**src/hw/rtl/mvt_pkg.sv**
```systemverilog
`default_nettype none

package mvt_pkg;

  localparam int unsigned FRAC_BITS = 16;
  localparam int unsigned DATA_W    = 32;
  localparam int unsigned VEC_N     = 4;
  localparam int unsigned MAT_N     = VEC_N * VEC_N;
  localparam int unsigned IDX_W     = 2;
  localparam int unsigned PROD_W    = 2 * DATA_W - FRAC_BITS;
  localparam int unsigned SUM_W     = PROD_W + 2;

  typedef enum logic [1:0] {
    ACT_WRITE = 2'd0,
    ACT_POINT = 2'd1,
    ACT_DIR   = 2'd2,
    ACT_VEC4  = 2'd3
  } action_e;

  typedef logic signed [DATA_W-1:0] fix_t;
  typedef logic signed [PROD_W-1:0] prod_t;
  typedef logic signed [SUM_W-1:0]  sum_t;

  // Handshake and side info passed between pipeline stages
  typedef struct packed {
    logic valid;
    logic vec4;
  } stage_ctl_t;

  localparam fix_t FIX_ONE = fix_t'(1) << FRAC_BITS;

  function automatic fix_t identity_entry(logic [2*IDX_W-1:0] idx);
    return (idx[IDX_W-1:0] == idx[2*IDX_W-1:IDX_W]) ? FIX_ONE : '0;
  endfunction

  function automatic fix_t saturate(sum_t s);
    fix_t r;
    if (s[SUM_W-1:DATA_W-1] == {(SUM_W-DATA_W+1){s[SUM_W-1]}}) begin
      r = s[DATA_W-1:0];
    end else if (s[SUM_W-1]) begin
      r = {1'b1, {(DATA_W-1){1'b0}}};
    end else begin
      r = {1'b0, {(DATA_W-1){1'b1}}};
    end
    return r;
  endfunction

endpackage

`default_nettype wire

```
**src/hw/rtl/mvt_out_if.sv**
```systemverilog
`default_nettype none

interface mvt_out_if;
  logic                                valid;
  logic                                ready;
  logic signed [mvt_pkg::DATA_W-1:0]   out_x;
  logic signed [mvt_pkg::DATA_W-1:0]   out_y;
  logic signed [mvt_pkg::DATA_W-1:0]   out_z;
  logic signed [mvt_pkg::DATA_W-1:0]   out_w;

  modport source (
    output valid, out_x, out_y, out_z, out_w,
    input  ready
  );

  modport sink (
    input  valid, out_x, out_y, out_z, out_w,
    output ready
  );
endinterface

`default_nettype wire

```
**src/hw/rtl/mvt_sum.sv**
```systemverilog
`default_nettype none

// Row sums, saturation and the result register.
module mvt_sum (
  input  logic                 clk_i,
  input  logic                 rst_ni,
  input  mvt_pkg::stage_ctl_t  ctl_i,
  input  mvt_pkg::prod_t       prod_i [mvt_pkg::MAT_N],
  output logic                 ctl_ready_o,
  mvt_out_if.source            vout_o
);

  logic              out_valid_q;
  mvt_pkg::fix_t     res_q [mvt_pkg::VEC_N];
  mvt_pkg::fix_t     res_d [mvt_pkg::VEC_N];
  mvt_pkg::sum_t     row_sum [mvt_pkg::VEC_N];
  logic              out_en;

  always_comb begin
    for (int r = 0; r < mvt_pkg::VEC_N; r++) begin
      row_sum[r] = mvt_pkg::sum_t'(prod_i[r*mvt_pkg::VEC_N])
                 + mvt_pkg::sum_t'(prod_i[r*mvt_pkg::VEC_N + 1])
                 + mvt_pkg::sum_t'(prod_i[r*mvt_pkg::VEC_N + 2])
                 + mvt_pkg::sum_t'(prod_i[r*mvt_pkg::VEC_N + 3]);
      res_d[r] = mvt_pkg::saturate(row_sum[r]);
    end
    // w row only reported for full 4-vectors
    if (!ctl_i.vec4) begin
      res_d[mvt_pkg::VEC_N-1] = '0;
    end
  end

  assign out_en      = !out_valid_q || vout_o.ready;
  assign ctl_ready_o = out_en;

  always_ff @(posedge clk_i or negedge rst_ni) begin
    if (!rst_ni) begin
      out_valid_q <= 1'b0;
    end else if (out_en) begin
      out_valid_q <= ctl_i.valid;
    end
  end

  always_ff @(posedge clk_i) begin
    if (out_en && ctl_i.valid) begin
      res_q <= res_d;
    end
  end

  assign vout_o.valid = out_valid_q;
  assign vout_o.out_x = res_q[0];
  assign vout_o.out_y = res_q[1];
  assign vout_o.out_z = res_q[2];
  assign vout_o.out_w = res_q[3];

endmodule

`default_nettype wire

```
**src/flat_wrapper.sv**
```systemverilog
// flat-port wrapper written by rule: the top's interface ports become plain ports
module mvt_sum_flat 
  (clk_i, rst_ni, ctl_i, prod_i, ctl_ready_o, vout_o_valid, vout_o_out_x, vout_o_out_y, vout_o_out_z, vout_o_out_w, vout_o_ready);
  mvt_out_if vout_o_i ();
  input  logic clk_i;
  input  logic rst_ni;
  input  mvt_pkg::stage_ctl_t ctl_i;
  input  mvt_pkg::prod_t prod_i[mvt_pkg::MAT_N];
  output logic ctl_ready_o;
  output wire logic [$bits(vout_o_i.valid)-1:0] vout_o_valid;
  output wire logic [$bits(vout_o_i.out_x)-1:0] vout_o_out_x;
  output wire logic [$bits(vout_o_i.out_y)-1:0] vout_o_out_y;
  output wire logic [$bits(vout_o_i.out_z)-1:0] vout_o_out_z;
  output wire logic [$bits(vout_o_i.out_w)-1:0] vout_o_out_w;
  input wire logic [$bits(vout_o_i.ready)-1:0] vout_o_ready;
  assign vout_o_valid = vout_o_i.valid;
  assign vout_o_out_x = vout_o_i.out_x;
  assign vout_o_out_y = vout_o_i.out_y;
  assign vout_o_out_z = vout_o_i.out_z;
  assign vout_o_out_w = vout_o_i.out_w;
  assign vout_o_i.ready = vout_o_ready;
  mvt_sum u_core (.clk_i(clk_i), .rst_ni(rst_ni), .ctl_i(ctl_i), .prod_i(prod_i), .ctl_ready_o(ctl_ready_o), .vout_o(vout_o_i));
endmodule
```
**config.mk**
```make
export PLATFORM = sky130hd
export DESIGN_NAME = mvt_sum_flat
export DESIGN_NICKNAME = d
export VERILOG_FILES = /design/src/hw/rtl/mvt_pkg.sv /design/src/hw/rtl/mvt_out_if.sv /design/src/hw/rtl/mvt_sum.sv /design/src/flat_wrapper.sv
export SDC_FILE = /design/constraint.sdc
export NUM_CORES = 1
export LEC_CHECK = 0
export CORE_AREA = 2 2 353 355
export DETAILED_ROUTE_END_ITERATION = 12
export DIE_AREA = 0 0 355 357
export DONT_BUFFER_PORTS = 1
export MAX_ROUTING_LAYER = met4
export PLACE_DENSITY = 0.48
export SYNTH_ARGS = -nofsm -noshare
export SYNTH_HDL_FRONTEND = slang
export SYNTH_SLANG_ARGS = --single-unit
```
**constraint.sdc**
```tcl
create_clock -name clk_i -period 3.75 [get_ports clk_i]
set_clock_uncertainty 0.2 [all_clocks]
set_input_delay 0.75 -clock clk_i [delete_from_list [all_inputs] [get_ports clk_i]]
set_output_delay 0.75 -clock clk_i [all_outputs]
set_load 0.05 [all_outputs]
```
Word level (Yosys, flattened, before mapping):

Cells that the tools add are included.

* flip-flop bits (word level): 129
* input bits: 773
* output and inout bits: 130
* logic and storage cells: 32

* add/sub/neg operators: 12
* equality and inequality tests: 4
* mux-type cells: 8
* reduce and logical (&&, ||, !) cells: 3

Operators with widths (count)
* $mux W32: 8
* $add A49 B48 Y50: 4
* $add A50 B48 Y50: 4
* $add A48 B48 Y49: 4
* $eq A18 B18 Y1: 4
* $logic_and A1 B1 Y1: 1
* $logic_not A1 Y1: 1
* $logic_or A1 B1 Y1: 1

Logic depth before layout (Yosys ltp):

Gate-level depths: netlist of run 1.

* depth after elaboration: 5
* mapped depth: 21
* depth with buffers taken out: 19

Least setup slack after synthesis of run 1:

No wires, ideal clock.

* path type: input -> register
* from: input port prod_i[399] in the netlist's numbering
* to: register u_core.res_q (netlist bit u_core.vout_o.out_y[24]), data pin
* setup time: 0.254 ns
* arrival: 5.440 ns
* data required time: 3.296 ns
* setup slack: -2.144 ns
* cell stages on the path: 19
* cells stage by stage: inv_1 fa_1 fa_1 inv_1 ha_1 buf_2 nand4_2 or4_1 a31oi_1 o21a_1 a211oi_2 o41ai_4 xnor2_1 or3_1 or4_1 o41a_2 o41a_1 buf_2 a21o_1

RTL lines
* from (decl): RTL line flat_wrapper.sv:8 `input mvt_pkg::prod_t prod_i[mvt_pkg::MAT_N];`
* to (signal assigned): RTL line mvt_sum.sv:46 `res_q <= res_d;`
* to (decl): RTL line mvt_sum.sv:14 `mvt_pkg::fix_t res_q [mvt_pkg::VEC_N];`

==> results of run 1 <==
[flip-flops by register name (all words and copies together), names as in the netlist]
signal,cells
u_core.vout_o.out_w,32
u_core.vout_o.out_x,32
u_core.vout_o.out_y,32
u_core.vout_o.out_z,32
u_core.vout_o.valid,1
[worst max path at each step]
stage	from	end	slack [ns]	cells past startpoint
2_1_floorplan	prod_i[495]	u_core.vout_o.out_y[6]$_DFFE_PP_	-1.84	19
4_1_cts	prod_i[393]	u_core.vout_o.out_y[6]$_DFFE_PP_	-1.68	19
6_report	prod_i[393]	u_core.vout_o.out_y[6]$_DFFE_PP_	-1.76	19
3_5_place_dp	prod_i[4]	u_core.vout_o.out_w[14]$_SDFFCE_PN0P_	-2.41	18
3_3_place_gp	prod_i[578]	u_core.vout_o.out_x[1]$_DFFE_PP_	-2.38	21
5_1_grt	prod_i[393]	u_core.vout_o.out_y[6]$_DFFE_PP_	-1.89	19
[cell families after synthesis]
kind of cell             count (synthesis)  share of synthesized area [%]
buffers and inverters                 1213                          15.84
AO/OA/AOI/OAI                          807                          17.65
AND/OR/NAND/NOR                        659                          11.05
adder cells (fa/ha/maj)                584                          35.29
XOR/XNOR                               172                          5.202
flip-flops                             129                          13.36
multiplexers                            46                          1.607
[layout make-up]
type | instances | area, um2
clock buffer | 18 | 429.2
fill | 13050 | 82260
multi-input combinational | 2268 | 22580
timing repair buffer | 894 | 7377
sequential | 129 | 3869
clock inverter | 14 | 177.7
tap | 1637 | 2048
inverter | 1100 | 4229
antenna | 11 | 27.53
[what timing repair did]
item	in CTS	in global routing
cloned	13	3
hold endpoints to repair	1	0
setup buffers	35	28
endpoints found under the setup margin	128	128
pin swaps	79	107
gates resized for setup	205	199
hold buffers	1	0
[stage by stage]
step | setup slack (ns) | cells
6_report | -1.755 | 6071
5_1_grt | -1.885 | 6070
4_1_cts | -1.685 | 6037
3_5_place_dp | -2.406 | 5960
3_3_place_gp | -2.384 | 5960
2_1_floorplan | -1.843 | 3610
[critical path, cell delays in order]
cell,delay (ns)
clkinvlp_4,0.08
fa_1,0.51
fa_1,0.54
inv_2,0.05
ha_4,0.28
nand4_1,0.13
buf_4,0.17
or4_4,0.43
a31oi_4,0.20
o21a_1,0.20
a211oi_4,0.08
o41ai_4,0.27
xnor2_2,0.15
or3_1,0.38
or4_4,0.42
o41a_4,0.14
o41a_1,0.36
buf_12,0.19
a31o_1,0.21
[layer usage]
layer  part of all wire, %  GRT usage, %  vias up
li1                      -             -    13140
met1                    43         23.18    13390
met2                    49         32.46      825
met3                   5.5         3.684      105
met4                   2.5         5.051        0
met5                     0             -        -
[power by group]
part / leakage (nW) / internal, mW / switching [mW] / total [mW]
clock network: 0.290 / 1.06 / 0.888 / 1.94
registers: 1.23 / 2.51 / 2.13 / 4.64
logic: 18.8 / 10.8 / 11.3 / 22.1
total: 20.3 / 14.4 / 14.3 / 28.7
[synth_stat cells, types with 10 or more instances]
library cell / instances / area, um2
a211oi_1: 22 / 165.2
a21o_1: 94 / 705.7
a21oi_1: 247 / 1236
a31oi_1: 25 / 156.4
and2_1: 13 / 81.33
and3_1: 16 / 100.1
and4_1: 10 / 87.58
buf_2: 17 / 85.08
clkbuf_1: 93 / 349.1
edfxtp_1: 128 / 3844
fa_1: 388 / 7767
ha_1: 196 / 2452
inv_1: 1100 / 4129
mux2i_1: 42 / 420.4
nand2_1: 222 / 833.3
nand2b_1: 19 / 118.9
nand3_1: 46 / 230.2
nand4_1: 67 / 419.2
nor2_1: 148 / 555.5
nor2b_1: 12 / 75.07
nor3_1: 37 / 185.2
nor4_1: 14 / 87.58
o211ai_1: 27 / 202.7
o21a_1: 33 / 247.7
o21ai_0: 175 / 875.8
o21bai_1: 26 / 195.2
o22ai_1: 38 / 237.7
o31ai_1: 13 / 97.59
or3_1: 15 / 93.84
xnor2_1: 96 / 840.8
xor2_1: 76 / 665.6
==> metrics.yaml, run 1 <==
outcome:
  outcome: "complete, but fails checks"
  violations: "setup timing"
synth:
  synth_seq_area_share_pct: 13.36
  synthArstFlopShare_pct: 0.7752
  syn-instance-count: 3610
  synth_cell_types: 85
  ys_ff_latch: 129
  syn_area_per_cell_um2: 8.021
  synth-edff-count: 128
  syn_nets: 4967
  ys_warn_count: 0
  synth_area_um2: 28960
  synth_ff_type: "edfxtp_1"
hold_path:
  min_to: "u_core.vout_o.valid$_DFFE_PN0N_"
  min_path_type: "in2reg"
  whs_path_depth: 1
  worstHoldStart: "ctl_i[1]"
sta:
  hold_viol: 0
  layout_setup_ws_ns: -1.755
  finalCritPeriodShare_pct: 146.8
  fin_tns_setup_ns: -192.40
  rsz0062_at_grt: "true"
  slew_headroom_pct: 34.15
  setup_viol: 128
  drv_slew: 0
  period_minus_slack_ns: 5.505
  hold_ws_ns: 0.1491
  worst_pin_slew_ns: 0.9898
  fmax_mhz: 181.6
setup_path:
  r2r.worst_path.cells: 4
  r2r_start: "u_core.vout_o.valid$_DFFE_PN0N_"
  crit_arrival_ns: 5.57
  start_kind: "primary input"
  required_ns: 3.81
  worst_r2r_endpoint: "u_core.vout_o.out_x[7]$_DFFE_PP_"
  path_class: "in2reg"
  cp-end-kind: "flip-flop"
  reg2reg_slack_ns: 1.55
  cp_max_fo: 31
drt:
  num_vias: 27460
  wire_per_inst_um: 19.94
  drt_pre_antenna_iters: 5
  drt_iter0_drc: 1506
  drcViolationCount: 0
  viasPerCell: 4.523
  finalWirelength_um: 121100
  final_antenna_net_count: 0
clock_network:
  clkTransAtPathRegs_ns: 0.07
  numCtsBuffers: 17
  cts.sinks: 129
  cts_max_level: 4
  cts_root_buf: "clkbuf_16"
  clockBufferDepth: 2
  cts_tree: "built"
  clk_latency_ns: 0.51
grt:
  grt_usage_pct: 19.14
  overflow: 0
  grt_pass1_vias: 28850
  grt_pass1_wl_um: 176100
  antenna_found_initial: 4
  grt_max_degree: 39
die:
  num_rows: 129
  die_height_um: 357
  core_area_um2: 123000
  die_area_um2: 126700
  die_w_um: 355
  pin_count: 903
  initial_core_util_pct: 23.54
placement:
  numPortBuffers: 0
  gp_congestion: 0.9274
  placed_area_um2: 37440
  place_hpwl_um: 106000
flow_run:
  max_cap_viol_count: 0
pwr:
  vdd_drop_max_uv: 392.9
  power.leakage_nw: 20.27
  power.density_nw_per_um2: 703.5
  total_power_mw: 28.66
finish:
  drive_gt1_share_pct: 29.14
  area_growth_pct: 40.68
  final_cell_mix: "inv_1 (1061), buf_4 (831), fa_1 (362)"
  layout_commonest_cell: "inv_1"
  final_util_pct: 33.12
  nets: 5767
  finalInstanceArea_um2: 40740
No activity file was read; power rests on OpenSTA's default activity.
==> inputs of run 2 (changes only) <==
==> constraint.sdc (replaced) <==
create_clock -name clk_i -period 3.75 [get_ports clk_i]
set_clock_uncertainty 0.2 [all_clocks]
set_input_delay 0.375 -clock clk_i [delete_from_list [all_inputs] [get_ports clk_i]]
set_output_delay 0.375 -clock clk_i [all_outputs]
set_load 0.05 [all_outputs]
==> metrics.yaml, run 2 (synthesis results as in run 1) <==
outcome:
  outcome: "complete, but fails checks"
  violations: "setup timing"
hold_path:
  min_path_type: "in2reg"
  min_to: "u_core.vout_o.out_w[0]$_SDFFCE_PN0P_"
  worstHoldStart: "prod_i[144]"
  whs_path_depth: 3  # +2
setup_path:
  crit_slowest_cell: "or4_4"
  crit_arrival_ns: 5.19  # -0.38 ns
  max_stage_delay_ns: 0.55  # about the same
  worstPathCellList: "inv_1, fa_1, fa_1, inv_1, ha_4, buf_4, nand4_4, or4_4, a31oi_4, o21a_1, a211oi_2, o41ai_4, xnor2_2, or3_1, or4_4, o41a_4, o41a_1, buf_6, buf_16, a21o_1"
  reg2reg_slack_ns: 1.18  # -0.37 ns
  required_ns: 3.82  # about the same
  cp_max_fo: 8  # -74%
  r2r_start: "u_core.vout_o.valid$_DFFE_PN0N_"
  worst_r2r_endpoint: "u_core.vout_o.out_w[29]$_SDFFCE_PN0P_"
  cp-startpoint: "prod_i[448]"
  cp-end-kind: "flip-flop"
  cp_num_buf_inv: 5  # +1
  start_kind: "primary input"
  crit_family: "simple AND/OR/NAND/NOR gates"
  r2r.worst_path.cells: 4  # unchanged
  path_class: "in2reg"
sta:
  rsz0062_at_grt: "true"
  hold_viol: 0  # unchanged
  finalCritPeriodShare_pct: 136.4  # -10 points
  period_minus_slack_ns: 5.114  # -0.3913 ns
  drv_slew: 0  # unchanged
  slew_headroom_pct: 53.28  # +19 points
  setup_viol: 125  # -2.3%
  hold_ws_ns: 0.06097  # -0.08811 ns
  layout_setup_ws_ns: -1.364  # +0.3913 ns
  fmax_mhz: 195.5  # +7.7%
  worst_pin_slew_ns: 0.7023  # -0.2875 ns
die:
  num_rows: 129  # unchanged
  die_area_um2: 126700  # unchanged
  die_height_um: 357  # unchanged
  initial_core_util_pct: 23.54  # unchanged
  pin_count: 903  # unchanged
  core_area_um2: 123000  # unchanged
  die_w_um: 355  # unchanged
finish:
  final_cell_mix: "inv_1 (1062), buf_4 (836), fa_1 (358)"
  final_util_pct: 32.83  # -0.29 points
  finalInstanceArea_um2: 40380  # -0.88%
  area_growth_pct: 39.44
  drive_gt1_share_pct: 28.76  # -0.38 points
  nets: 5770  # +0.052%
  layout_commonest_cell: "inv_1"
  fin_cells: 6067  # -0.066%
drt:
  drt_iter0_drc: 1458  # -3.2%
  drcViolationCount: 0  # unchanged
  final_antenna_net_count: 0  # unchanged
  viasPerCell: 4.553  # +0.66%
  finalWirelength_um: 123700  # +2.1%
  num_vias: 27620  # +0.59%
  drt_pre_antenna_iters: 5  # unchanged
  wire_per_inst_um: 20.38  # +2.2%
clock_network:
  clockBufferDepth: 2  # unchanged
  cts.sinks: 129  # unchanged
  cts_tree: "built"
  clkTransAtPathRegs_ns: 0.07  # about the same
  cts_root_buf: "clkbuf_16"
  numCtsBuffers: 17  # unchanged
  clk_latency_ns: 0.52  # about the same
  cts_max_level: 4  # unchanged
placement:
  dp.cells: 5970  # +0.17%
  numPortBuffers: 0  # unchanged
  placed_area_um2: 37350  # -0.23%
  gp_congestion: 0.9285  # +0.12%
  dp_worst_setup_slack_ns: -1.963  # +0.4432 ns
  place_hpwl_um: 107800  # +1.7%
grt:
  gr-usage-met3_pct: 3.393  # -0.29 points
  grt_max_degree: 39  # unchanged
  overflow: 0  # unchanged
  grt_usage_pct: 19.66  # +0.52 points
  grt_pass1_wl_um: 180000  # +2.2%
  grtUsageMet2_pct: 34.24  # +1.8 points
  grt_pass1_vias: 28990  # +0.51%
  busiest_layer: "met2"
  antenna_found_initial: 4  # unchanged
  met1_usage_pct: 23.55  # +0.37 points
pwr:
  power.density_nw_per_um2: 710.6  # +1.0%
  power.leakage_nw: 20.22  # -0.27%
  vdd_drop_max_uv: 305.9  # -22%
flow_run:
  max_cap_viol_count: 0  # unchanged
-- run 2: stage by stage --
step                power (mW)  setup TNS [ns]
floorplan                14.96         -144.15
global placement         24.31         -229.63
detailed placement       24.22         -230.17
CTS                      27.83         -125.14
global route             30.74         -162.58
finish                   28.69         -140.92
-- run 2: worst max path at each step --
stage,to,slack [ns],cells past startpoint
after floorplan,u_core.vout_o.out_y[6]$_DFFE_PP_,-1.47,19
after CTS,u_core.vout_o.out_y[6]$_DFFE_PP_,-1.27,22
final,u_core.vout_o.out_y[5]$_DFFE_PP_,-1.36,20
after global routing,u_core.vout_o.out_y[16]$_DFFE_PP_,-1.49,20
after detailed placement,u_core.vout_o.out_y[3]$_DFFE_PP_,-1.96,21
after global placement,u_core.vout_o.out_y[3]$_DFFE_PP_,-1.99,18
-- run 2: worst min-delay path, delay by kind of cell --
kind	cells	cell delay [ns]
fa+ha+maj	1	0.15
simple gates	2	0.15
-- run 2: repair_timing --
item / CTS / global route
buffers inserted: 36 / 16
hold endpoints to repair: 8 / 0
pin swaps: 67 / 59
hold buffers: 7 / 0
endpoints found under the setup margin: 126 / 126
resized for setup: 273 / 126
gates cloned: 13 / 4
-- run 2: power breakdown --
part / internal [mW] / switching, mW
clock: 0.931 / 0.941
sequential: 2.51 / 2.11
combinational: 10.8 / 11.4
total: 14.3 / 14.4
-- run 2: layout make-up --
type / count / area (um2)
fillers: 13160 / 82610
multi-input cells: 2268 / 22380
repair buffers: 897 / 7276
inverters: 1100 / 4219
flip-flops and latches: 129 / 3869
well taps: 1637 / 2048
clock buffers: 17 / 425.4
clock inverters: 15 / 148.9
diodes: 4 / 10.01
-- run 2: per-layer routing --
layer  up-vias  share of wire (%)
met1     13480                 42
met5         -                  0
li1      13170                  -
met4         0                1.9
met3        93                5.3
met2       881                 51
