$ cat src/hw/rtl/mvt_pkg.sv
`default_nettype none

package mvt_pkg;

  localparam int unsigned FRAC_BITS = 16;
  localparam int unsigned DATA_W    = 32;
  localparam int unsigned VEC_N     = 4;
  localparam int unsigned MAT_N     = VEC_N * VEC_N;
  localparam int unsigned IDX_W     = 2;
  localparam int unsigned PROD_W    = 2 * DATA_W - FRAC_BITS;
  localparam int unsigned SUM_W     = PROD_W + 2;

  typedef enum logic [1:0] {
    ACT_WRITE = 2'd0,
    ACT_POINT = 2'd1,
    ACT_DIR   = 2'd2,
    ACT_VEC4  = 2'd3
  } action_e;

  typedef logic signed [DATA_W-1:0] fix_t;
  typedef logic signed [PROD_W-1:0] prod_t;
  typedef logic signed [SUM_W-1:0]  sum_t;

  // Handshake and side info passed between pipeline stages
  typedef struct packed {
    logic valid;
    logic vec4;
  } stage_ctl_t;

  localparam fix_t FIX_ONE = fix_t'(1) << FRAC_BITS;

  function automatic fix_t identity_entry(logic [2*IDX_W-1:0] idx);
    return (idx[IDX_W-1:0] == idx[2*IDX_W-1:IDX_W]) ? FIX_ONE : '0;
  endfunction

  function automatic fix_t saturate(sum_t s);
    fix_t r;
    if (s[SUM_W-1:DATA_W-1] == {(SUM_W-DATA_W+1){s[SUM_W-1]}}) begin
      r = s[DATA_W-1:0];
    end else if (s[SUM_W-1]) begin
      r = {1'b1, {(DATA_W-1){1'b0}}};
    end else begin
      r = {1'b0, {(DATA_W-1){1'b1}}};
    end
    return r;
  endfunction

endpackage

`default_nettype wire

$ cat src/hw/rtl/mvt_in_if.sv
`default_nettype none

interface mvt_in_if;
  logic                                valid;
  logic                                ready;
  logic [1:0]                          action;
  logic [mvt_pkg::IDX_W-1:0]           row;
  logic [mvt_pkg::IDX_W-1:0]           col;
  logic signed [mvt_pkg::DATA_W-1:0]   entry_value;
  logic signed [mvt_pkg::DATA_W-1:0]   in_x;
  logic signed [mvt_pkg::DATA_W-1:0]   in_y;
  logic signed [mvt_pkg::DATA_W-1:0]   in_z;
  logic signed [mvt_pkg::DATA_W-1:0]   in_w;

  modport source (
    output valid, action, row, col, entry_value, in_x, in_y, in_z, in_w,
    input  ready
  );

  modport sink (
    input  valid, action, row, col, entry_value, in_x, in_y, in_z, in_w,
    output ready
  );
endinterface

`default_nettype wire

$ cat src/hw/rtl/mvt_front.sv
`default_nettype none

// Input register and matrix store. Entry writes commit here, in order,
// so a transform that follows a write always sees the new entry.
module mvt_front (
  input  logic                 clk_i,
  input  logic                 rst_ni,
  mvt_in_if.sink               vin_i,
  output mvt_pkg::stage_ctl_t  req_o,
  output mvt_pkg::fix_t        vec_o [mvt_pkg::VEC_N],
  output mvt_pkg::fix_t        mat_o [mvt_pkg::MAT_N],
  input  logic                 req_ready_i
);

  logic                         s1_valid_q;
  mvt_pkg::action_e             s1_action_q;
  logic [mvt_pkg::IDX_W-1:0]    s1_row_q;
  logic [mvt_pkg::IDX_W-1:0]    s1_col_q;
  mvt_pkg::fix_t                s1_entry_q;
  mvt_pkg::fix_t                s1_vec_q [mvt_pkg::VEC_N];
  mvt_pkg::fix_t                mat_q [mvt_pkg::MAT_N];

  logic s1_write;
  logic s1_en;

  assign s1_write = (s1_action_q == mvt_pkg::ACT_WRITE);
  // a write leaves the stage on its own, it sends nothing downstream
  assign s1_en    = !s1_valid_q || s1_write || req_ready_i;
  assign vin_i.ready = s1_en;

  always_ff @(posedge clk_i or negedge rst_ni) begin
    if (!rst_ni) begin
      s1_valid_q <= 1'b0;
    end else if (s1_en) begin
      s1_valid_q <= vin_i.valid;
    end
  end

  always_ff @(posedge clk_i) begin
    if (s1_en && vin_i.valid) begin
      s1_action_q <= mvt_pkg::action_e'(vin_i.action);
      s1_row_q    <= vin_i.row;
      s1_col_q    <= vin_i.col;
      s1_entry_q  <= vin_i.entry_value;
      s1_vec_q[0] <= vin_i.in_x;
      s1_vec_q[1] <= vin_i.in_y;
      s1_vec_q[2] <= vin_i.in_z;
      s1_vec_q[3] <= vin_i.in_w;
    end
  end

  always_ff @(posedge clk_i or negedge rst_ni) begin
    if (!rst_ni) begin
      for (int i = 0; i < mvt_pkg::MAT_N; i++) begin
        mat_q[i] <= mvt_pkg::identity_entry((2*mvt_pkg::IDX_W)'(i));
      end
    end else if (s1_valid_q && s1_write) begin
      mat_q[{s1_row_q, s1_col_q}] <= s1_entry_q;
    end
  end

  always_comb begin
    vec_o[0] = s1_vec_q[0];
    vec_o[1] = s1_vec_q[1];
    vec_o[2] = s1_vec_q[2];
    unique case (s1_action_q)
      mvt_pkg::ACT_POINT: vec_o[3] = mvt_pkg::FIX_ONE;
      mvt_pkg::ACT_DIR:   vec_o[3] = '0;
      mvt_pkg::ACT_VEC4:  vec_o[3] = s1_vec_q[3];
      default:            vec_o[3] = '0;
    endcase
  end

  assign mat_o      = mat_q;
  assign req_o.valid = s1_valid_q && !s1_write;
  assign req_o.vec4  = (s1_action_q == mvt_pkg::ACT_VEC4);

endmodule

`default_nettype wire

$ cat src/flat_wrapper.sv
// flat-port wrapper written by rule: the top's interface ports become plain ports
module mvt_front_flat 
  (clk_i, rst_ni, req_o, vec_o, mat_o, req_ready_i, vin_i_valid, vin_i_action, vin_i_row, vin_i_col, vin_i_entry_value, vin_i_in_x, vin_i_in_y, vin_i_in_z, vin_i_in_w, vin_i_ready);
  mvt_in_if vin_i_i ();
  input  logic clk_i;
  input  logic rst_ni;
  output mvt_pkg::stage_ctl_t req_o;
  output mvt_pkg::fix_t vec_o[mvt_pkg::VEC_N];
  output mvt_pkg::fix_t mat_o[mvt_pkg::MAT_N];
  input  logic req_ready_i;
  input wire logic [$bits(vin_i_i.valid)-1:0] vin_i_valid;
  input wire logic [$bits(vin_i_i.action)-1:0] vin_i_action;
  input wire logic [$bits(vin_i_i.row)-1:0] vin_i_row;
  input wire logic [$bits(vin_i_i.col)-1:0] vin_i_col;
  input wire logic [$bits(vin_i_i.entry_value)-1:0] vin_i_entry_value;
  input wire logic [$bits(vin_i_i.in_x)-1:0] vin_i_in_x;
  input wire logic [$bits(vin_i_i.in_y)-1:0] vin_i_in_y;
  input wire logic [$bits(vin_i_i.in_z)-1:0] vin_i_in_z;
  input wire logic [$bits(vin_i_i.in_w)-1:0] vin_i_in_w;
  output wire logic [$bits(vin_i_i.ready)-1:0] vin_i_ready;
  assign vin_i_i.valid = vin_i_valid;
  assign vin_i_i.action = vin_i_action;
  assign vin_i_i.row = vin_i_row;
  assign vin_i_i.col = vin_i_col;
  assign vin_i_i.entry_value = vin_i_entry_value;
  assign vin_i_i.in_x = vin_i_in_x;
  assign vin_i_i.in_y = vin_i_in_y;
  assign vin_i_i.in_z = vin_i_in_z;
  assign vin_i_i.in_w = vin_i_in_w;
  assign vin_i_ready = vin_i_i.ready;
  mvt_front u_core (.clk_i(clk_i), .rst_ni(rst_ni), .vin_i(vin_i_i), .req_o(req_o), .vec_o(vec_o), .mat_o(mat_o), .req_ready_i(req_ready_i));
endmodule
$ cat config.mk
export PLATFORM = sky130hd
export DESIGN_NAME = mvt_front_flat
export DESIGN_NICKNAME = d
export VERILOG_FILES = /design/src/hw/rtl/mvt_pkg.sv /design/src/hw/rtl/mvt_in_if.sv /design/src/hw/rtl/mvt_front.sv /design/src/flat_wrapper.sv
export SDC_FILE = /design/constraint.sdc
export NUM_CORES = 1
export LEC_CHECK = 0
export ABC_AREA = 1
export BUFFER_PORTS_ARGS = -buffer_cell sky130_fd_sc_hd__buf_2
export CAP_MARGIN = 15
export CORE_AREA = 2 2 316 318
export CTS_CLUSTER_DIAMETER = 120
export DETAILED_ROUTE_END_ITERATION = 10
export DIE_AREA = 0 0 318 320
export PLACE_DENSITY = 0.56
export SETUP_SLACK_MARGIN = 0.5
export SLEW_MARGIN = 20
export SYNTH_ARGS = -nofsm -noshare
export SYNTH_HDL_FRONTEND = slang
export SYNTH_SLANG_ARGS = --single-unit
$ cat constraint.sdc
create_clock -name clk_i -period 4.5 [get_ports clk_i]
set_input_delay 1.125 -clock clk_i [delete_from_list [all_inputs] [get_ports clk_i]]
set_output_delay 1.125 -clock clk_i [all_outputs]
set_load 0.01 [all_outputs]
==> Word-level counts from Yosys, hierarchy flattened <==
Memories as Yosys holds them, arrays and structs flattened.
Cells that the tools add are included.
{ "word_totals": {"regBits": 551, "latchBits": 0, "mem_bits_rw": 128, "rom_bits": 0, "out_inout_bits": 643, "n_memories": 1} }
{ "classes": {"n_addsub": 0, "multipliers": 0, "n_div": 0, "magnitude_cmp": 2, "eq_ne": 2, "shift": 0, "mux": 6, "bitwise": 1, "reduce_logical": 9} }
{ "memory_table": {"columns": ["memory", "words", "width", "read_ports", "rd_clocked_by_memory_dff", "wr", "line", "rtl"], "rows": [
  ["u_core.s1_vec_q", 4, 32, 4, 0, 4, "mvt_front.sv:20", "mvt_pkg::fix_t s1_vec_q [mvt_pkg::VEC_N];"]
]} }
{ "ops": {"columns": ["cell", "count"], "rows": [
  ["$bwmux 512", 1],
  ["$demux 32 s4", 1],
  ["$pmux 32 s2", 1],
  ["$mux 32", 1],
  ["$ge 5x5->1 const B", 1],
  ["$lt 5x1->1 const B", 1],
  ["$not 4->5", 1],
  ["$logic_and 1x1->1", 4],
  ["$eq 2x1->1 const B", 1],
  ["$eq 2x2->1 const B", 1],
  ["$logic_not 1->1", 2],
  ["$logic_not 2->1", 1],
  ["$logic_or 1x1->1", 2],
  ["$mux 1", 2]
]} }

==> Depth between registers and ports, before layout <==
Gate-level depths: netlist of the first run.
{ "logic_depth": {"depth_word": 6, "depth_mapped": 8} }

==> Least setup slack after synthesis of the first run <==
OpenSTA, ideal clock, no wires.
{ "synth_path": {"path_kind": "in2reg", "start": "input port req_ready_i", "end": "register u_core.s1_action_q[0], enable pin", "arrival_ns": 4.585, "t_required_ns": 3.981, "slack_ns": -0.604, "path_stages": 4, "cell_sequence": "inv_1 nand2_1 nand2_1 inv_1"} }
{ "synth_between": {"elab_chain_len": 2} }
{ "synth_rtl": {"columns": ["item", "line", "rtl"], "rows": [
  ["start: declaration", "flat_wrapper.sv:10", "input logic req_ready_i;"],
  ["$logic_or 1x1->1", "mvt_front.sv:28", "assign s1_en = !s1_valid_q || s1_write || req_ready_i;"],
  ["named net vin_i_ready", "flat_wrapper.sv:20", "output wire logic [$bits(vin_i_i.ready)-1:0] vin_i_ready;"],
  ["$logic_and 1x1->1", "mvt_front.sv:40", "if (s1_en && vin_i.valid) begin"],
  ["end signal: assignment", "mvt_front.sv:41", "s1_action_q <= mvt_pkg::action_e'(vin_i.action);"],
  ["end: declaration", "mvt_front.sv:16", "mvt_pkg::action_e s1_action_q;"]
]} }
The timed path passes the listed nets, and every way through them passes these cells.
A chain may end at the register's enable or synchronous reset.

==> results of run 1 <==
power groups by stage:
stage	clock network [W]	registers [W]	logic [W]
5_1_grt	0.00702	0.00787	0.00299
3_3_place_gp	0	0.00787	0.00273
6_report	0.00660	0.00777	0.00274
2_1_floorplan	0	0.00815	0.000822
3_5_place_dp	0	0.00787	0.00278
4_1_cts	0.00675	0.00777	0.00279
worst register-to-register path, delay by kind of cell (launching register included):
family / cells / cell delay, ps
buffers and inverters: 2 / 1130
flip-flops: 1 / 390
AND/OR/NAND/NOR: 4 / 730
cell families after synthesis:
logic type,count (synthesis),synth area share
AO/OA/AOI/OAI,32,0.006216
buffers and inverters,261,0.04541
flip-flops,679,0.6920
AND/OR/NAND/NOR,1588,0.2564
per-stage QoR:
step | utilization | worst slack [ps] | area, um^2
2_1_floorplan | - | 333.7 | 25790
3_3_place_gp | 0.3180 | 1524 | 31160
3_5_place_dp | 0.3183 | 1504 | 31190
4_1_cts | 0.3454 | 1022 | 33850
5_1_grt | 0.3460 | 1318 | 33900
6_report | 0.3460 | 1490 | 33900
layout by cell type (no fill, tap or decap), types with 3 or more instances in the layout:
master	count
buf_12	11
buf_2	811
buf_4	58
buf_8	4
bufinv_16	6
clkbuf_1	20
clkbuf_16	79
clkbuf_8	11
clkinv_1	5
clkinv_2	12
clkinvlp_4	4
dfrtp_1	509
dfstp_2	4
diode_2	7
edfxtp_1	166
inv_1	35
inv_16	4
inv_2	4
inv_8	3
nand2_1	1044
nand2_2	8
nand3_1	480
nor2_1	37
nor2_2	7
nor2_4	10
o21ai_0	32
area by class of cell:
cell class | instances | area (um^2)
Inverter | 41 | 165.2
Clock buffer | 110 | 2203
Clock inverter | 37 | 456.7
Timing Repair Buffer | 884 | 4775
Antenna cell | 7 | 17.52
Sequential cell | 679 | 17830
Multi-Input combinational cell | 1620 | 6849
Tap cell | 1287 | 1610
Fill cell | 9966 | 64080
flip-flops by register name, summed over array words and instances (netlist names):
register	cells
u_core.mat_o	512
u_core.s1_vec_q	128
u_core.s1_valid_q	1
u_core.s1_col_q	2
u_core.s1_row_q	2
u_core.s1_action_q	2
u_core.s1_entry_q	32
per-layer routing:
metal	part of all wire	routed length (um)	global-route usage
met2	0.48	51740	0.3390
met5	0	0	0
met4	0.050	5367	0.1075
met3	0.074	7891	0.05028
met1	0.39	42040	0.2494
worst max path at each step:
| stage | to | depth (start not counted) | slack [ps] | from |
|---|---|---|---|---|
| after floorplan | u_core.s1_action_q[0] | 4 | 330 | req_ready_i |
| after global placement | u_core.s1_entry_q[10] | 6 | 1520 | req_ready_i |
| after detailed placement | u_core.s1_entry_q[8] | 6 | 1500 | req_ready_i |
| after CTS | vec_o[31] | 3 | 1020 | u_core.s1_action_q[0] |
| after global routing | vec_o[5] | 3 | 1320 | u_core.s1_action_q[0] |
| final | vec_o[31] | 3 | 1490 | u_core.s1_action_q[1] |
==> results.sh, run 1 <==
export IMPL_dp_final_hpwl_um=72420
export IMPL_antenna_found_initial=16
export IMPL_ys_ff_latch=679
export IMPL_slowest_delay_ps=520
export IMPL_clk_pin_slew_ps=60
export IMPL_dpl_cell_count=4509
export IMPL_worstHoldEndpoint="u_core.mat_o[306]"
export IMPL_path_buf_inv=1
export IMPL_synth_cell_types=15
export IMPL_post_route_period_util=0.6690
export IMPL_cap_violations=0
export IMPL_cts_root_buf="clkbuf_16"
export IMPL_num_rows=115
export IMPL_rsz0062_at_grt="false"
export IMPL_yosysMostFrequentCell="nand2_1"
export IMPL_fin_tns_setup_ps=0
export IMPL_die_h_um=320
export IMPL_seq_area_frac_synth=0.6920
export IMPL_postCtsHoldBufs=0
export IMPL_critPathCaptureType="output port"
export IMPL_power_switching_w=0.005099
export IMPL_path_class="register to output port"
export IMPL_drcViolationCount=0
export IMPL_synth_common_cells="nand2_1 (1054), dfrtp_1 (509), nand3_1 (480)"
export IMPL_clkLatencyLatePin_ps=650
export IMPL_power_density_nw_per_um2=504.5
export IMPL_grt_max_degree=134
export IMPL_wl_per_cell_um=22.95
export IMPL_skew_ps=19.10
export IMPL_critPathSlowestCell="nand2_2"
export IMPL_synth_nets=2730
export IMPL_core_area_um2=97990
export IMPL_crit_required_ps=3380
export IMPL_final_nets=3475
export IMPL_cts_sinks=679
export IMPL_critPathArrivalTime_ps=1890
export IMPL_grt_usage=0.2057
export IMPL_grt_pass1_vias=20800
export IMPL_switching_share=0.2981
export IMPL_dr_pass1_iters=5
export IMPL_finalPower_w=0.01711
export IMPL_cp_max_fo=32
export IMPL_hold_violations=0
export IMPL_slew_viol_final=0
export IMPL_ant_nets=0
export IMPL_place_gp_congestion=0.8165
export IMPL_start_kind="register"
export IMPL_ioPinCount=813
export IMPL_power_frac_seq=0.454
export IMPL_syn_avg_cell_area_um2=10.06
export IMPL_viasPerCell=4.602
export IMPL_syn_area_um2=25760
export IMPL_hold_class="register to register"
export IMPL_clockPowerShare=0.386
export IMPL_synthCells=2560
export IMPL_hold_start="u_core.mat_o[306]"
export IMPL_grt_pass1_wl_um=152200
export IMPL_fmaxAchievable_ghz=0.3322
export IMPL_rr_startpoint="u_core.s1_action_q[1]"
export IMPL_synth_edff_count=166
export IMPL_vias=21470
export IMPL_vdd_drop_max_mv=0.3255
export IMPL_tightest_slew_ps=1174
export IMPL_outcome="complete, no violations"
export IMPL_power_leakage_nw=18.52
export IMPL_drive_gt1_frac=0.3094
export IMPL_yosysTopAreaCell="dfrtp_1"
export IMPL_port_buffers=812
export IMPL_synth_top_area_share=0.4944
export IMPL_pwr_share_comb=0.160
export IMPL_ff2ff_path_depth=6
export IMPL_clk_path_buf_depth=3
export IMPL_start_util=0.2629
export IMPL_fp_dieW_um=318
export IMPL_setup_viol=0
export IMPL_intPower_w=0.01201
export IMPL_hold_path_depth=2
export IMPL_cts_resized=0
export IMPL_synth_area_leaders="dfrtp_1 (49%), edfxtp_1 (19%), nand2_1 (15%)"
export IMPL_drtIter0Drc=1926
export IMPL_crit_family="simple AND/OR/NAND/NOR gates"
export IMPL_fin_hold_ws_ps=462.3
export IMPL_cts_buffers=79
export IMPL_reg2reg_slack_ps=1910
export IMPL_areaGrowthSynthToFinish_pct=31.60
export IMPL_post_cts_buffers=0
export IMPL_cp_cell_sequence="nand2_2 -> nor2_1 -> buf_2"
export IMPL_cts_tree="done"
export IMPL_min_period_ps=3010
export IMPL_htreeDepth=3
export IMPL_gr_total_overflow=0
export IMPL_max_slew_margin=0.2174
export IMPL_synth_async_reset_ratio=0.7555
export IMPL_die_area_um2=101800
export IMPL_ys_warn_count=0
export IMPL_wl_um=107000
export IMPL_r2r_end="u_core.s1_entry_q[8]"
export IMPL_synth_ff_type="dfrtp_1"
export IMPL_stdcell_count=4665
Power figures use the tool's default switching activity.
==> run 2, diff against run 1 <==
- PLACE_DENSITY: 0.56 -> 0.55
- clock period: 4.5 -> 2.93 ns (I/O delays scaled with it)
==> run 2 against run 1 <==
Against the previous run: utilization rose by 0.34 points; sequential power up 53%; worst hold slack lost 390 ps; die area unchanged; clock-buffer cell count rose by 16; global-route usage grew 0.28 points; total power is 56% higher; routed wire length increased by 1.8%; largest power group unchanged; highest routed layer is now met5.
==> results.sh, run 2 (synthesis gave the netlist of run 1 again) <==
export IMPL_post_route_period_util=0.8016
export IMPL_start_util=0.2629
export IMPL_cts_sinks=679
export IMPL_postCtsHoldBufs=0
export IMPL_place_gp_congestion=0.8243
export IMPL_fmaxAchievable_ghz=0.4258
export IMPL_final_common_cell="nand2_1"
export IMPL_areaGrowthSynthToFinish_pct=32.91
export IMPL_cap_violations=0
export IMPL_finalPower_w=0.02672
export IMPL_grt_pass1_wl_um=155200
export IMPL_power_leakage_nw=18.72
export IMPL_dr_pass1_iters=5
export IMPL_drtIter0Drc=1822
export IMPL_crit_end="vec_o[5]"
export IMPL_largest_reg_flops=512
export IMPL_rr_startpoint="u_core.s1_action_q[0]"
export IMPL_critPathArrivalTime_ps=1620
export IMPL_htreeDepth=3
export IMPL_ioPinCount=813
export IMPL_grt_usage=0.2085
export IMPL_hold_class="primary input to async pin"
export IMPL_crit_path_start="u_core.s1_action_q[1]"
export IMPL_path_class="register to output port"
export IMPL_gr_total_overflow=0
export IMPL_tightest_slew_ps=1123
export IMPL_hold_violations=0
export IMPL_viasPerCell=4.582
export IMPL_start_kind="register"
export IMPL_ant_nets=0
export IMPL_critPathCaptureType="output port"
export IMPL_outcome="complete, no violations"
export IMPL_fin_tns_setup_ps=0
export IMPL_power_density_nw_per_um2=780.3
export IMPL_num_rows=115
export IMPL_r2r_end="u_core.mat_o[391]"
export IMPL_cts_buffers=82
export IMPL_fp_dieW_um=318
export IMPL_multi_input_area_um2=6865
export IMPL_crit_required_ps=2200
export IMPL_skew_ps=26.92
export IMPL_die_area_um2=101800
export IMPL_final_area_um2=34240
export IMPL_cts_root_buf="clkbuf_16"
export IMPL_seqCellArea_um2=17830
export IMPL_vias=21500
export IMPL_grt_pass1_vias=21330
export IMPL_cts_tree="done"
export IMPL_antenna_found_initial=9
export IMPL_ff2ff_path_depth=8
export IMPL_wl_per_cell_um=23.21
export IMPL_dp_final_hpwl_um=73870
export IMPL_clkLatencyLatePin_ps=640
export IMPL_clk_path_buf_depth=3
export IMPL_rsz0062_at_grt="true"
export IMPL_min_period_ps=2349
export IMPL_most_common_layout_cells="nand2_1 (1045), buf_2 (810), dfrtp_1 (509), nand3_1 (480), edfxtp_1 (166)"
export IMPL_cp_max_fo=16
export IMPL_port_buffers=812
export IMPL_grt_max_degree=131
export IMPL_die_h_um=320
export IMPL_cp_cell_sequence="nand2_2 -> buf_12 -> nor2_1 -> buf_4"
export IMPL_post_route_util=0.3494
export IMPL_drive_gt1_frac=0.3161
export IMPL_max_slew_margin=0.2514
export IMPL_dpl_cell_area_um2=31380
export IMPL_slew_viol_final=0
export IMPL_final_nets=3502
export IMPL_wl_um=108900
export IMPL_vdd_drop_max_mv=0.4871
export IMPL_core_area_um2=97990
export IMPL_reg2reg_slack_ps=790
export IMPL_slowest_delay_ps=430
export IMPL_setup_viol=0
export IMPL_n_fill_cell=10030
export IMPL_clk_pin_slew_ps=50
export IMPL_drcViolationCount=0
export IMPL_critPathSlowestCell="edfxtp_1"
[run 2: cell count changes in the layout (fill, tap and decap cells not counted), moves of 3 or more]
cell	before	now
buf_4	58	84
clkbuf_16	79	87
clkbuf_8	11	17
clkinv_1	5	1
clkbuf_1	20	23
diode_2	7	4
inv_16	4	1
[run 2: critical path, delay by kind of cell, from the launching register on]
kind                   cells  cell delay [ps]
flip-flops                 1              430
buffers and inverters      2              330
AND/OR/NAND/NOR            2              220
[run 2: area by class of cell]
type                    count  share of cell area
clock inverters            27            0.009427
multi-input cells        1620              0.2005
clock buffers             126             0.07220
diodes                      4           0.0002923
inverters                  41            0.005079
flip-flops and latches    679              0.5206
well taps                1287             0.04703
repair buffers            908              0.1448
[run 2: per-stage QoR]
step	hold WS [ps]	setup slack (ps)	cells
6_report	75.12	581.2	4692
5_1_grt	73.62	472.1	4691
4_1_cts	50.36	483.8	4686
3_5_place_dp	452.9	804.8	4533
3_3_place_gp	449.5	816.1	4532
2_1_floorplan	436.9	-834.3	2560
[run 2: how the worst min path moves through the flow]
stage,from,end,cells past startpoint
after floorplan,rst_ni,u_core.mat_o[0],0
after CTS,rst_ni,u_core.mat_o[193],1
final,rst_ni,u_core.mat_o[193],1
after global placement,u_core.mat_o[468],u_core.mat_o[468],2
after global routing,rst_ni,u_core.mat_o[193],1
after detailed placement,u_core.mat_o[478],u_core.mat_o[478],2
[run 2: where the power goes]
| part | switching [W] | total [W] | internal (W) |
|---|---|---|---|
| Combinational | 0.00278 | 0.00428 | 0.00150 |
| Clock | 0.00421 | 0.0105 | 0.00629 |
| Sequential | 0.000857 | 0.0119 | 0.0111 |
[run 2: repair_timing]
action / 4_1_cts / 5_1_grt
cloned: 0 / 1
pin swaps: 0 / 1
gates resized for setup: 5 / 2
buffers inserted: 0 / 1
endpoints found under the setup margin: 33 / 32
endpoints found under the hold margin: 0 / 0
[run 2: layer usage]
| layer | share of wire | vias to the layer above | GRT usage |
|---|---|---|---|
| li1 | - | 9803 | - |
| met1 | 0.40 | 10570 | 0.2591 |
| met2 | 0.49 | 931 | 0.3480 |
| met3 | 0.068 | 195 | 0.04572 |
| met4 | 0.040 | 2 | 0.09185 |
| met5 | 0.00010 | - | 0 |
==> run 3, diff against run 2 <==
- PLACE_DENSITY: 0.55 -> 0.56
- clock period: 2.93 -> 2.06 ns (I/O delays scaled with it)
==> run 3 against run 2 <==
Against the previous run: the flow now finishes with violations (negative setup slack); via count is 11% higher; sequential share of layout area decreased by 7.6 points; clock power is 34% higher; combinational power rose by 79%; die area unchanged; critical path type unchanged.
==> results.sh, run 3 (synthesis gave the netlist of run 1 again) <==
export IMPL_outcome="finished with violations"
export IMPL_violations="negative setup slack"
export IMPL_cts_buffers=78
export IMPL_rsz0062_at_grt="true"
export IMPL_cts_sinks=679
export IMPL_tightest_slew_ps=622.5
export IMPL_dp_final_hpwl_um=74860
export IMPL_path_class="register to output port"
export IMPL_core_area_um2=97990
export IMPL_drcViolationCount=0
export IMPL_die_h_um=320
export IMPL_setup_viol=63
export IMPL_die_area_um2=101800
export IMPL_fin_hold_ws_ps=49.73
export IMPL_start_kind="register"
export IMPL_path_buf_inv=2
export IMPL_cts_tree="done"
export IMPL_cp_cell_sequence="nand2_4 -> clkbuf_16 -> nor2_2 -> buf_6"
export IMPL_crit_family="flip-flops"
export IMPL_start_util=0.2629
export IMPL_power_frac_seq=0.439
export IMPL_clk_pin_slew_ps=70
export IMPL_topRoutingLayerUsed="met4"
export IMPL_ioPinCount=813
export IMPL_grt_usage=0.2248
export IMPL_min_period_ps=2199
export IMPL_wl_per_cell_um=25.53
export IMPL_critPathSlowestCell="edfxtp_1"
export IMPL_stdcell_count=4914
export IMPL_max_slew_margin=0.5850
export IMPL_num_rows=115
export IMPL_post_route_period_util=1.067
export IMPL_intPower_w=0.02707
export IMPL_dpl_cell_count=4563
export IMPL_cp_max_fo=8
export IMPL_dr_pass1_iters=6
export IMPL_drive_gt1_frac=0.4223
export IMPL_cap_violations=0
export IMPL_power_switching_w=0.01167
export IMPL_met3_length_um=10150
export IMPL_grt_max_degree=65
export IMPL_wl_met1_um=49190
export IMPL_place_ws_ps=254.4
export IMPL_final_area_um2=40060
export IMPL_final_common_cell="nand2_1"
export IMPL_cts_root_buf="clkbuf_16"
export IMPL_fp_dieW_um=318
export IMPL_vdd_drop_max_mv=0.8355
export IMPL_place_gp_congestion=0.8159
export IMPL_power_density_nw_per_um2=967.0
export IMPL_fin_tns_setup_ps=-4924
export IMPL_htreeDepth=3
export IMPL_wl_um=125400
export IMPL_setup_slack_ps=-138.9
export IMPL_clockPowerShare=0.363
export IMPL_critPathArrivalTime_ps=1680
export IMPL_port_buffers=812
export IMPL_critPathCaptureType="output port"
export IMPL_hold_class="primary input to register"
export IMPL_switching_share=0.3012
export IMPL_drtIter0Drc=2208
export IMPL_dpl_cell_area_um2=31900
export IMPL_gr_total_overflow=0
export IMPL_power_leakage_nw=20.82
export IMPL_grt_pass1_wl_um=166200
export IMPL_areaGrowthSynthToFinish_pct=55.48
export IMPL_hold_violations=0
export IMPL_clk_path_buf_depth=3
export IMPL_antenna_found_initial=11
export IMPL_slowest_delay_ps=450
export IMPL_most_common_layout_cells="nand2_1 (866), buf_2 (789), dfrtp_1 (509), nand3_1 (384), edfxtp_1 (166)"
export IMPL_pwr_share_comb=0.198
export IMPL_vias=23880
export IMPL_final_nets=3729
export IMPL_n_fill_cell=9435
export IMPL_largest_reg_flops=512
export IMPL_wl_met2_um=60130
export IMPL_ant_nets=0
export IMPL_skew_ps=23.94
export IMPL_clkLatencyLatePin_ps=650
export IMPL_grt_pass1_vias=22830
export IMPL_fmaxAchievable_ghz=0.4548
export IMPL_slew_viol_final=0
export IMPL_crit_required_ps=1540
export IMPL_viasPerCell=4.860
## run 3: power by group through the flow
stage          clock network (W)  registers [W]  logic (W)
2_1_floorplan                  0         0.0178    0.00179
3_3_place_gp                   0         0.0170    0.00635
3_5_place_dp                   0         0.0170    0.00643
4_1_cts                   0.0143         0.0168    0.00718
5_1_grt                   0.0148         0.0172    0.00820
6_report                  0.0141         0.0170    0.00767
## run 3: layout make-up
cell class                      instances  area, um^2  area share
Antenna cell                            6       15.01   0.0003748
Clock buffer                          115        2285     0.05704
Clock inverter                         27       277.8    0.006934
Inverter                               41       157.7    0.003936
Multi-Input combinational cell       1620        8318      0.2077
Sequential cell                       679       17830      0.4451
Tap cell                             1287        1610     0.04020
Timing Repair Buffer                 1139        9565      0.2388
## run 3: per-layer routing
metal	track usage	vias to the layer above
met3	0.05351	265
met1	0.2768	11980
met5	0	-
met4	0.1108	0
met2	0.3698	1323
li1	-	10310
## run 3: through the flow
step	power, W	utilization
4_1_cts	0.03832	0.3825
3_5_place_dp	0.02345	0.3256
3_3_place_gp	0.02334	0.3256
6_report	0.03873	0.4088
2_1_floorplan	0.01959	-
5_1_grt	0.04020	0.4088
## run 3: path summary, 6_finish.rpt
check | to | slack (ps) | cells after the start | from
setup / recovery | vec_o[5] | -140 | 4 | u_core.s1_action_q[1]
hold / removal | u_core.s1_vec_q[1][28] | 50 | 1 | vin_i_in_y[28]
setup reg to reg | u_core.mat_o[208] | -70 | 14 | u_core.s1_action_q[0]
hold reg to reg | u_core.mat_o[299] | 460 | 2 | u_core.mat_o[299]
max in group asynchronous | u_core.mat_o[215] | 900 | 4 | rst_ni
min in group asynchronous | u_core.mat_o[393] | 380 | 2 | rst_ni
## run 3: timing repair
item | in CTS | in global routing
endpoints found under the setup margin | 1280 | 1321
endpoints found under the hold margin | 76 | 0
pin swaps | 53 | 84
buffers inserted | 42 | 18
cloned | 43 | 44
hold buffers | 56 | 0
resized for setup | 233 | 344
